File: src/hdl/sasmd_pkg.sv
// Package: shared types, constants and helpers of the signed add/sub/mul/div unit.
package sasmd_pkg;

	localparam int WORD_W         = 32;
	localparam int CMD_W          = 2;
	localparam int MUL_STEPS      = 32;
	localparam int DATA_WIDTH_DEF = 32;

	typedef enum logic [CMD_W-1:0] {
		CMD_ADD = 2'd0,
		CMD_SUB = 2'd1,
		CMD_MUL = 2'd2,
		CMD_DIV = 2'd3
	} cmd_e_t;

	typedef enum logic [1:0] {
		ST_IDLE,
		ST_RUN,
		ST_FIX
	} state_t;

	// controller to datapath
	typedef struct packed {
		logic load;
		logic step;
		logic emit;
	} ctrl_cmd_t;

	// datapath to controller
	typedef struct packed {
		logic out_free;
	} ctrl_sts_t;

	function automatic logic [WORD_W-1:0] negate(input logic [WORD_W-1:0] v);
		negate = ~v + WORD_W'(1);
	endfunction

	function automatic logic [WORD_W-1:0] magnitude(input logic [WORD_W-1:0] v);
		magnitude = v[WORD_W-1] ? negate(v) : v;
	endfunction

endpackage

File: src/hdl/sasmd_in_if.sv
// Interface: input channel carrying a command and two signed operands.
interface sasmd_in_if;
	logic                                valid;
	logic                                ready;
	logic [sasmd_pkg::CMD_W-1:0]         command;
	logic signed [sasmd_pkg::WORD_W-1:0] operand_a;
	logic signed [sasmd_pkg::WORD_W-1:0] operand_b;

	modport source (output valid, output command, output operand_a, output operand_b,
		input ready);
	modport sink (input valid, input command, input operand_a, input operand_b,
		output ready);
endinterface

File: src/hdl/sasmd_out_if.sv
// Interface: output channel carrying the result value and remainder.
interface sasmd_out_if;
	logic                                valid;
	logic                                ready;
	logic signed [sasmd_pkg::WORD_W-1:0] value;
	logic signed [sasmd_pkg::WORD_W-1:0] remainder_out;

	modport source (output valid, output value, output remainder_out, input ready);
	modport sink (input valid, input value, input remainder_out, output ready);
endinterface

File: src/hdl/sasmd_ctrl.sv
// Controller: state machine and step counter that sequence the datapath.
module sasmd_ctrl #(
	parameter int DATA_WIDTH = sasmd_pkg::DATA_WIDTH_DEF
) (
	input  logic                        clk,
	input  logic                        arst_n,
	input  logic                        in_valid,
	input  logic [sasmd_pkg::CMD_W-1:0] in_command,
	output logic                        in_ready,
	input  sasmd_pkg::ctrl_sts_t        sts,
	output sasmd_pkg::ctrl_cmd_t        cmd
);

	localparam int STEPS_MAX = (DATA_WIDTH > sasmd_pkg::MUL_STEPS) ?
		DATA_WIDTH : sasmd_pkg::MUL_STEPS;
	localparam int CNT_W = $clog2(STEPS_MAX + 1);

	sasmd_pkg::state_t state_q, state_d;
	logic [CNT_W-1:0]  cnt_q, cnt_d;

	always_ff @(posedge clk or negedge arst_n) begin
		if (!arst_n) begin
			state_q <= sasmd_pkg::ST_IDLE;
			cnt_q   <= '0;
		end else begin
			state_q <= state_d;
			cnt_q   <= cnt_d;
		end
	end

	always_comb begin
		state_d  = state_q;
		cnt_d    = cnt_q;
		in_ready = 1'b0;
		cmd      = '0;
		case (state_q)
			sasmd_pkg::ST_IDLE: begin
				in_ready = 1'b1;
				if (in_valid) begin
					cmd.load = 1'b1;
					case (in_command)
						sasmd_pkg::CMD_MUL: begin
							cnt_d   = CNT_W'(sasmd_pkg::MUL_STEPS);
							state_d = sasmd_pkg::ST_RUN;
						end
						sasmd_pkg::CMD_DIV: begin
							cnt_d   = CNT_W'(DATA_WIDTH);
							state_d = sasmd_pkg::ST_RUN;
						end
						default: begin
							state_d = sasmd_pkg::ST_FIX;
						end
					endcase
				end
			end
			sasmd_pkg::ST_RUN: begin
				cmd.step = 1'b1;
				cnt_d    = cnt_q - CNT_W'(1);
				if (cnt_q == CNT_W'(1)) begin
					state_d = sasmd_pkg::ST_FIX;
				end
			end
			sasmd_pkg::ST_FIX: begin
				// hold until the output register can take the word
				if (sts.out_free) begin
					cmd.emit = 1'b1;
					state_d  = sasmd_pkg::ST_IDLE;
				end
			end
			default: begin
				state_d = sasmd_pkg::ST_IDLE;
			end
		endcase
	end

endmodule

File: src/hdl/sasmd_dpath.sv
// Datapath: operand registers, shift-add / restoring-divide step, sign fix-up, output register.
module sasmd_dpath (
	input  logic                                clk,
	input  logic                                arst_n,
	input  logic [sasmd_pkg::CMD_W-1:0]         in_command,
	input  logic signed [sasmd_pkg::WORD_W-1:0] in_a,
	input  logic signed [sasmd_pkg::WORD_W-1:0] in_b,
	input  sasmd_pkg::ctrl_cmd_t                cmd,
	output sasmd_pkg::ctrl_sts_t                sts,
	output logic                                out_valid,
	input  logic                                out_ready,
	output logic signed [sasmd_pkg::WORD_W-1:0] out_value,
	output logic signed [sasmd_pkg::WORD_W-1:0] out_rem
);

	localparam int W = sasmd_pkg::WORD_W;

	logic [sasmd_pkg::CMD_W-1:0] cmd_q;
	logic [W-1:0]                a_q, b_q;
	logic [W:0]                  acc_q;   // product accumulator or partial remainder
	logic [W-1:0]                m_q;     // multiplicand or divisor magnitude
	logic [W-1:0]                n_q;     // multiplier or dividend/quotient shift register
	logic [W-1:0]                value_q, rem_q;
	logic                        out_valid_q;

	logic [W:0]   r_shift;
	logic [W+1:0] r_diff;
	logic [W-1:0] fix_value, fix_rem, sum_ab, diff_ab, res_mag;
	logic         neg_res;

	assign r_shift = {acc_q[W-1:0], n_q[W-1]};
	assign r_diff  = {1'b0, r_shift} - {2'b00, m_q};

	always_ff @(posedge clk) begin
		if (cmd.load) begin
			cmd_q <= in_command;
			a_q   <= in_a;
			b_q   <= in_b;
			acc_q <= '0;
			if (in_command == sasmd_pkg::CMD_DIV) begin
				m_q <= sasmd_pkg::magnitude(in_b);
				n_q <= sasmd_pkg::magnitude(in_a);
			end else begin
				m_q <= sasmd_pkg::magnitude(in_a);
				n_q <= sasmd_pkg::magnitude(in_b);
			end
		end else if (cmd.step) begin
			if (cmd_q == sasmd_pkg::CMD_DIV) begin
				// restore when the trial subtract goes negative
				if (!r_diff[W+1]) begin
					acc_q <= r_diff[W:0];
					n_q   <= {n_q[W-2:0], 1'b1};
				end else begin
					acc_q <= r_shift;
					n_q   <= {n_q[W-2:0], 1'b0};
				end
			end else begin
				if (n_q[0]) begin
					acc_q <= {1'b0, acc_q[W-1:0] + m_q};
				end
				m_q <= {m_q[W-2:0], 1'b0};
				n_q <= {1'b0, n_q[W-1:1]};
			end
		end
	end

	assign sum_ab  = a_q + b_q;
	assign diff_ab = a_q - b_q;
	assign neg_res = a_q[W-1] ^ b_q[W-1];
	assign res_mag = (cmd_q == sasmd_pkg::CMD_DIV) ? n_q : acc_q[W-1:0];

	always_comb begin
		fix_rem = '0;
		case (cmd_q)
			sasmd_pkg::CMD_ADD: fix_value = sum_ab;
			sasmd_pkg::CMD_SUB: fix_value = diff_ab;
			sasmd_pkg::CMD_MUL: fix_value = neg_res ? sasmd_pkg::negate(res_mag) : res_mag;
			sasmd_pkg::CMD_DIV: begin
				fix_value = neg_res ? sasmd_pkg::negate(res_mag) : res_mag;
				fix_rem   = a_q[W-1] ? sasmd_pkg::negate(acc_q[W-1:0]) : acc_q[W-1:0];
			end
			default: fix_value = sum_ab;
		endcase
	end

	always_ff @(posedge clk) begin
		if (cmd.emit) begin
			value_q <= fix_value;
			rem_q   <= fix_rem;
		end
	end

	always_ff @(posedge clk or negedge arst_n) begin
		if (!arst_n) begin
			out_valid_q <= 1'b0;
		end else if (cmd.emit) begin
			out_valid_q <= 1'b1;
		end else if (out_ready) begin
			out_valid_q <= 1'b0;
		end
	end

	assign sts.out_free = !out_valid_q || out_ready;
	assign out_valid    = out_valid_q;
	assign out_value    = value_q;
	assign out_rem      = rem_q;

endmodule

File: src/hdl/signed_add_sub_mul_div_unit.sv
// Top level: signed add/subtract/multiply/divide unit, controller plus datapath.
//
//  channel   | dir | word contents
//  ----------+-----+-----------------------------------------------
//  operands  | in  | command[1:0], operand_a[31:0], operand_b[31:0]
//  result    | out | value[31:0], remainder_out[31:0]
//
// Add and subtract go from accept straight to the sign fix-up; multiply first runs
// 32 shift-add steps of one adder, then the sign fix-up; divide runs DATA_WIDTH
// restoring steps, one per cycle through one subtractor, then the fix-up. One word is
// in work at a time, so operands are taken only once the last word has left fix-up.
// A result waiting on result.ready holds the unit in its fix-up state; operands
// may be taken meanwhile only after that word has moved to the output register.
// Reset clears the state machine and the output valid flag.
module signed_add_sub_mul_div_unit #(
	parameter int DATA_WIDTH = sasmd_pkg::DATA_WIDTH_DEF
) (
	input logic        clk,
	input logic        arst_n,
	sasmd_in_if.sink   operands,
	sasmd_out_if.source result
);

	sasmd_pkg::ctrl_cmd_t cmd;
	sasmd_pkg::ctrl_sts_t sts;

	sasmd_ctrl #(
		.DATA_WIDTH (DATA_WIDTH)
	) u_ctrl (
		.clk        (clk),
		.arst_n     (arst_n),
		.in_valid   (operands.valid),
		.in_command (operands.command),
		.in_ready   (operands.ready),
		.sts        (sts),
		.cmd        (cmd)
	);

	sasmd_dpath u_dpath (
		.clk        (clk),
		.arst_n     (arst_n),
		.in_command (operands.command),
		.in_a       (operands.operand_a),
		.in_b       (operands.operand_b),
		.cmd        (cmd),
		.sts        (sts),
		.out_valid  (result.valid),
		.out_ready  (result.ready),
		.out_value  (result.value),
		.out_rem    (result.remainder_out)
	);

endmodule
File: src/flat_wrapper.sv
// flat-port wrapper written by rule: the top's interface ports become plain ports
module signed_add_sub_mul_div_unit_flat 
#(
	parameter int DATA_WIDTH = sasmd_pkg::DATA_WIDTH_DEF
)
  (clk, arst_n, operands_valid, operands_command, operands_operand_a, operands_operand_b, operands_ready, result_valid, result_value, result_remainder_out, result_ready);
  sasmd_in_if operands_i ();
  sasmd_out_if result_i ();
  input logic clk;
  input logic arst_n;
  input wire logic [$bits(operands_i.valid)-1:0] operands_valid;
  input wire logic [$bits(operands_i.command)-1:0] operands_command;
  input wire logic [$bits(operands_i.operand_a)-1:0] operands_operand_a;
  input wire logic [$bits(operands_i.operand_b)-1:0] operands_operand_b;
  output wire logic [$bits(operands_i.ready)-1:0] operands_ready;
  output wire logic [$bits(result_i.valid)-1:0] result_valid;
  output wire logic [$bits(result_i.value)-1:0] result_value;
  output wire logic [$bits(result_i.remainder_out)-1:0] result_remainder_out;
  input wire logic [$bits(result_i.ready)-1:0] result_ready;
  assign operands_i.valid = operands_valid;
  assign operands_i.command = operands_command;
  assign operands_i.operand_a = operands_operand_a;
  assign operands_i.operand_b = operands_operand_b;
  assign operands_ready = operands_i.ready;
  assign result_valid = result_i.valid;
  assign result_value = result_i.value;
  assign result_remainder_out = result_i.remainder_out;
  assign result_i.ready = result_ready;
  signed_add_sub_mul_div_unit #(.DATA_WIDTH(DATA_WIDTH)) u_core (.clk(clk), .arst_n(arst_n), .operands(operands_i), .result(result_i));
endmodule
File: config.mk
export PLATFORM = sky130hd
export DESIGN_NAME = signed_add_sub_mul_div_unit_flat
export DESIGN_NICKNAME = d
export VERILOG_FILES = /design/src/hdl/sasmd_pkg.sv /design/src/hdl/sasmd_in_if.sv /design/src/hdl/sasmd_out_if.sv /design/src/hdl/sasmd_ctrl.sv /design/src/hdl/sasmd_dpath.sv /design/src/hdl/signed_add_sub_mul_div_unit.sv /design/src/flat_wrapper.sv
export SDC_FILE = /design/constraint.sdc
export NUM_CORES = 1
export LEC_CHECK = 0
export BUFFER_PORTS_ARGS = -buffer_cell sky130_fd_sc_hd__buf_2
export CORE_ASPECT_RATIO = 1.4
export CORE_UTILIZATION = 50
export DETAILED_ROUTE_END_ITERATION = 6
export PLACE_DENSITY_LB_ADDON = 0.25
export SLEW_MARGIN = 25
export SYNTH_ARGS = -nofsm -noshare
export SYNTH_HDL_FRONTEND = slang
export SYNTH_SLANG_ARGS = --single-unit
File: constraint.sdc
create_clock -name clk -period 14.75 [get_ports clk]
set_input_delay 2.2125 -clock clk [delete_from_list [all_inputs] [get_ports clk]]
set_output_delay 2.2125 -clock clk [all_outputs]
set_load 0.01 [all_outputs]
# After elaboration in Yosys (flattened, before gate mapping)

Index checks and enable logic that the tools add are counted.

Flip-flop bits (word level): 235
Bits of input ports: 70
Output and inout bits: 66
Logic and storage cells: 86

Add/subtract/negate cells: 9
Equal/unequal tests: 13
Mux-type cells: 34
Bitwise logic cells: 5
Reductions and logical operators: 14

Operator list:

| operator              | number |
|---|---|
| $mux 32               | 16 |
| $add 32x1->32 const B | 4 |
| $not 32->32           | 4 |
| $pmux 32 s3           | 1 |
| $add 32x32->32        | 2 |
| $sub 33x32->34        | 1 |
| $sub 32x32->32        | 1 |
| $mux 6                | 2 |
| $pmux 6 s2            | 1 |
| $eq 2x2->1 const B    | 5 |
| $mux 1                | 9 |
| $mux 2                | 4 |
| $reduce_bool 2->1     | 4 |
| $eq 6x1->1 const B    | 1 |
| $ne 2x2->1 const B    | 3 |
| $pmux 2 s3            | 1 |
| $reduce_and 3->1      | 2 |
| $sub 6x1->6 const B   | 1 |
| $eq 2x1->1 const B    | 2 |
| $logic_not 2->1       | 2 |
| $ne 2x1->1 const B    | 2 |
| $reduce_and 2->1      | 2 |
| $reduce_or 2->1       | 2 |
| $logic_not 1->1       | 1 |
| 2 further kinds       | 2 |

# Longest topological paths before layout

Depth in word-level cells: 6
Mapped depth: 20
Mapped depth without buffers: 19

# Cells and area by module

From an unflattened synthesis, not the netlist that was laid out.

Cell total of the unflattened synthesis: 2181
Area total of the unflattened synthesis: 18641.6 um2

By module, submodules not included:

| module      | instances | cells an instance | area an instance (um2) | sequential area each (um2) |
|---|---|---|---|---|
| sasmd_dpath | 1         | 2132              | 18176.2                | 6491.2 |
| sasmd_ctrl  | 1         | 49                | 465.4                  | 200.2 |

# Least setup slack after synthesis

OpenSTA, ideal clock, no wires.

Path kind: input-to-reg
Start: input port operands_valid
End: register u_core.u_dpath.m_q[0] (enable)
Setup time: 0.470 ns
Arrival: 6.136 ns
Required time: 14.280 ns
Setup slack: 8.143 ns
Stages: 3
Path buffers: 0
Cells stage by stage: nor2_1 -> nor2_1 -> a21boi_0

Word-level cells in the longest chain between the ends: 4
Elaborated cells on any way between the ends: 5
Classes of those cells: 1 x eq/ne; 2 x mux; 2 x reduce/logical

RTL lines:

| what                                                             | RTL line           | RTL |
|---|---|---|
| start: declaration                                               | flat_wrapper.sv:11 | `input wire logic [$bits(operands_i.valid)-1:0] operands_valid;` |
| $mux 1 (*)                                                       | sasmd_ctrl.sv:39   | `if (in_valid) begin` |
| $mux 1 (*)                                                       | sasmd_ctrl.sv:36   | `case (state_q)` |
| $ne 2x1->1 (no source line) or $reduce_bool 2->1 (tied branches) | n/a                |  |
| $reduce_and 2->1 (no source line) (*)                            | n/a                |  |
| end signal: assignment                                           | sasmd_dpath.sv:41  | `m_q <= sasmd_pkg::magnitude(in_b);` |
| end signal: assignment                                           | sasmd_dpath.sv:44  | `m_q <= sasmd_pkg::magnitude(in_a);` |
| end signal: assignment                                           | sasmd_dpath.sv:61  | `m_q <= {m_q[W-2:0], 1'b0};` |
| end: declaration                                                 | sasmd_dpath.sv:21  | `logic [W-1:0] m_q;` |

Every way passes the cells marked *; elsewhere a longest branch is shown, timed or not.
A chain may end at the register's enable or synchronous reset.

# Final worst setup path

Start: input port operands_operand_a[4]
End: register u_core.u_dpath.n_q[30], data pin

Word-level cells in the longest chain between the ends: 5

RTL lines:

| what                   | RTL line           | RTL |
|---|---|---|
| start: declaration     | flat_wrapper.sv:13 | `input wire logic [$bits(operands_i.operand_a)-1:0] operands_operand_a;` |
| $not 32->32            | sasmd_pkg.sv:35    | `negate = ~v + WORD_W'(1);` |
| $add 32x1->32          | sasmd_pkg.sv:35    |  |
| $mux 32                | sasmd_pkg.sv:39    | `magnitude = v[WORD_W-1] ? negate(v) : v;` |
| $mux 32                | sasmd_dpath.sv:40  | `if (in_command == sasmd_pkg::CMD_DIV) begin` |
| $mux 32                | sasmd_dpath.sv:35  | `if (cmd.load) begin` |
| end signal: assignment | sasmd_dpath.sv:42  | `n_q <= sasmd_pkg::magnitude(in_a);` |
| end signal: assignment | sasmd_dpath.sv:45  | `n_q <= sasmd_pkg::magnitude(in_b);` |
| end signal: assignment | sasmd_dpath.sv:52  | `n_q <= {n_q[W-2:0], 1'b1};` |
| end: declaration       | sasmd_dpath.sv:22  | `logic [W-1:0] n_q;` |

Every way passes these cells.

==> results.md <==
* Status: completed
* CTS sink cnt at 235
* Largest family of logic cells by synthesized area: compound AO/OA/AOI/OAI gates
* Worst hold stages at 1
* Rows at 82
* Critical path arrival at 5.60 ns
* CTS tree: built
* Adder-Cell Fraction of Synth Area at 0.07298
* Initial Utilization at 0.5066
* Die area at 37,050 um^2
* Clock slew at the register clock pins of the worst setup and hold paths at 0.06 ns
* Crit. End Element: register
* Ys Warns at 0
* Seq/Total Area, Yosys at 0.3689
* Hpwl dp at 42,220 um
* Mapped Cells at 2,075
* I/O pin count at 136
* Largest net degree at the start of global routing at 92
* CP Launch Type: input pin
* Worst Setup Path Type: input pin to register
* Post-CTS setup buffer count at 0
* Synth Area in Compound Gates at 0.2296
* Xor/xnor cell area share of the yosys netlist at 0.1111
* Crit path max-delay cell type: or4_4
* Peak supply drop at 127.9 uV
* DR WL/cell at 21.23 um
* Crit-path cells: buf_2 > or3_4 > or3b_4 > or3_1 > or4_4 > or4_4 > or4_1 > o21ai_1 > xor2_1 > a32o_2 > a21oi_1
* Synth area leaders: edfxtp_1 32%, ha_1 7.0%, xor2_1 6.4%, a21oi_1 5.3%, o21ai_0 5.2%
* Setup TNS Final at 0 ns
* H-tree depth at 1
* GP Congestion at 0.9373
* Routed via count at 16,460
* Yosys top cell area share at 0.3212
* Mean Syn Cell Area at 8.742 um^2
* Worst Tran Pin Value at 0.9393 ns
* Post-CTS Hold Buffers at 0
* Most frequent CP cell: or4_4
* R2R cell count at 18
* Cell with the most instances after synthesis: nand2_1
* Area leader, netlist: edfxtp_1
* Chip Width at 163.0 um
* Clock Skew at 0.02352 ns
* Design Power at 0.004758 W
* Setup violators final at 0
* Register bit count reported by yosys at 235
* Slew HR at 0.3681
* Synth Flop Type: edfxtp_1
* RR Startpoint: u_core.u_dpath.b_q[4]
* Largest buffer count on any clock path at 3
* Drt pass-1 iters at 6
* Core footprint at 35,810 um^2
* Async SR Flop Fraction at 0.03830
* Pleak at 8.102 nW
* Final period util at 0.3611
* Unrepaired setup endpoints after global routing: false
* Final Critical Period at 5.326 ns
* Die Height at 227.4 um
* Slew Viols, Final at 0
* Final Net Count at 2,318
* PwrDens at 237.3 nW/um^2
* Syn_nets at 2,249
* EDFF count, synth at 194
* Required @ worst endpoint at 15.03 ns
* Area grow syn2layout at 10.55%
* First-pass GRT wire length at 84,130 um
* CTS Root Cell: clkbuf_16
* Max frequency at 187.8 MHz
* Vias per cell at 6.270
* Post-synthesis mux area share at 0.01124
* Drt total wl at 55,760 um
* CP startpoint: operands_operand_a[4]
* Worst skew pair latency at 0.56 ns
* Vias in the first global route at 15,330
* # DRC at 0
* Hold Path Origin: u_core.u_ctrl.cnt_q[0]
* Port Buffers at 135
* Hold Crit Class: register to register
* CTS resizes at 0
* Final hold vios at 0
* Total grt overflow at 0
* CTS Buf Count at 25
* CP max stage delay at 0.49 ns
* Worst Path Max Fanout at 6
* Antenna violations before repair at 2
* Fill count at 3,246
* Simple-gate area share of the yosys netlist at 0.1682
* Layout cells sized above 1 at 0.1073
* R2R Setup Slk at 9.69 ns
* ANT nets after route at 0
* List of most frequent post-synthesis cells: 213 x nand2_1, 194 x edfxtp_1, 191 x a21oi_1
* DR iter-0 viols at 1,845
* GR Util All Layers at 0.2932
* Yosys cell types at 76
* Synthesized area at 18,140 um^2
* MaxCap Viol Count at 0
## routing by layer
layer / up-vias / track usage / share of wire
met1: 7858 / 0.3763 / 0.41
met5: - / 0 / 0
met2: 705 / 0.4847 / 0.47
met4: 0 / 0.1553 / 0.052
met3: 120 / 0.03115 / 0.067
li1: 7781 / - / -
## worst paths after layout
check,endpoint
max reg2reg,u_core.u_dpath.out_value[31]
max in group asynchronous,u_core.u_ctrl.cnt_q[5]
max,u_core.u_dpath.n_q[30]
min in group asynchronous,u_core.u_dpath.out_valid
min,u_core.u_ctrl.cnt_q[0]
min reg2reg,u_core.u_ctrl.cnt_q[0]
## registers in the layout (all words and copies together), names as in the netlist
| register | count |
|---|---|
| u_core.u_ctrl.cnt_q | 6 |
| u_core.u_ctrl.state_q | 2 |
| u_core.u_dpath.a_q | 32 |
| u_core.u_dpath.acc_q | 32 |
| u_core.u_dpath.b_q | 32 |
| u_core.u_dpath.cmd_q | 2 |
| u_core.u_dpath.m_q | 32 |
| u_core.u_dpath.n_q | 32 |
| u_core.u_dpath.out_rem | 32 |
| u_core.u_dpath.out_valid | 1 |
| u_core.u_dpath.out_value | 32 |
## critical path, delay by kind of cell
| kind | cells | cell delay [ns] |
|---|---|---|
| buffers and inverters | 1 | 0.12 |
| and+or+nand+nor | 6 | 2.66 |
| AOI/OAI and AO/OA | 3 | 0.38 |
| xor gates and xnor gates | 1 | 0.22 |
## stage by stage
step           hold slack (ns)  std cells  instance area (um^2)    util  setup WS, ns
2_1_floorplan           0.4878       2075                 18140       -         8.143
3_3_place_gp            0.5099       2578                 19170  0.5353         8.935
3_5_place_dp            0.5184       2579                 19190  0.5358         8.913
4_1_cts                 0.5264       2624                 20050  0.5598         9.466
5_1_grt                 0.5569       2626                 20050  0.5600         9.389
6_report                0.5253       2626                 20050  0.5600         9.424
## cells by family (layout without fill, tap and decap cells)
logic type | after synthesis | in the layout
AOI/OAI and AO/OA | 670 | 670
and+or+nand+nor | 633 | 633
DFF | 235 | 235
xor gates and xnor gates | 230 | 230
buffers and inverters | 183 | 270
adders and majority gates | 104 | 104
muxes | 20 | 20
other | 0 | 2
## power by group
part | total (W) | switching [W] | internal, W
registers | 0.00130 | 0.000270 | 0.00103
clock network | 0.000684 | 0.000283 | 0.000401
logic | 0.00277 | 0.00170 | 0.00108
total | 0.00476 | 0.00225 | 0.00251
## cell usage in the layout (no fill, tap or decap), types with 25 or more instances in the layout
cell type / instances
nand2_1: 211
nor2_1: 148
dfxtp_1: 32
o31ai_1: 39
xor2_1: 133
ha_1: 101
edfxtp_1: 194
and3_1: 39
nor3_1: 47
a21oi_1: 191
a21o_1: 47
o211ai_1: 34
nand2b_1: 29
xnor2_1: 97
o21ai_0: 189
nand3_1: 39
inv_1: 64
buf_2: 135
clkbuf_16: 25
## final cells by class
type / count / area (um^2) / area share
multi-input combinational: 1657 / 10800 / 0.5384
sequential: 235 / 6691 / 0.3337
tap: 462 / 578.1 / 0.02883
timing repair buffer: 160 / 875.8 / 0.04368
clock buffer: 30 / 644.4 / 0.03214
clock inverter: 15 / 215.2 / 0.01073
inverter: 65 / 246.5 / 0.01229
antenna: 2 / 5.005 / 0.0002496
No activity file was read; power rests on OpenSTA's default activity.
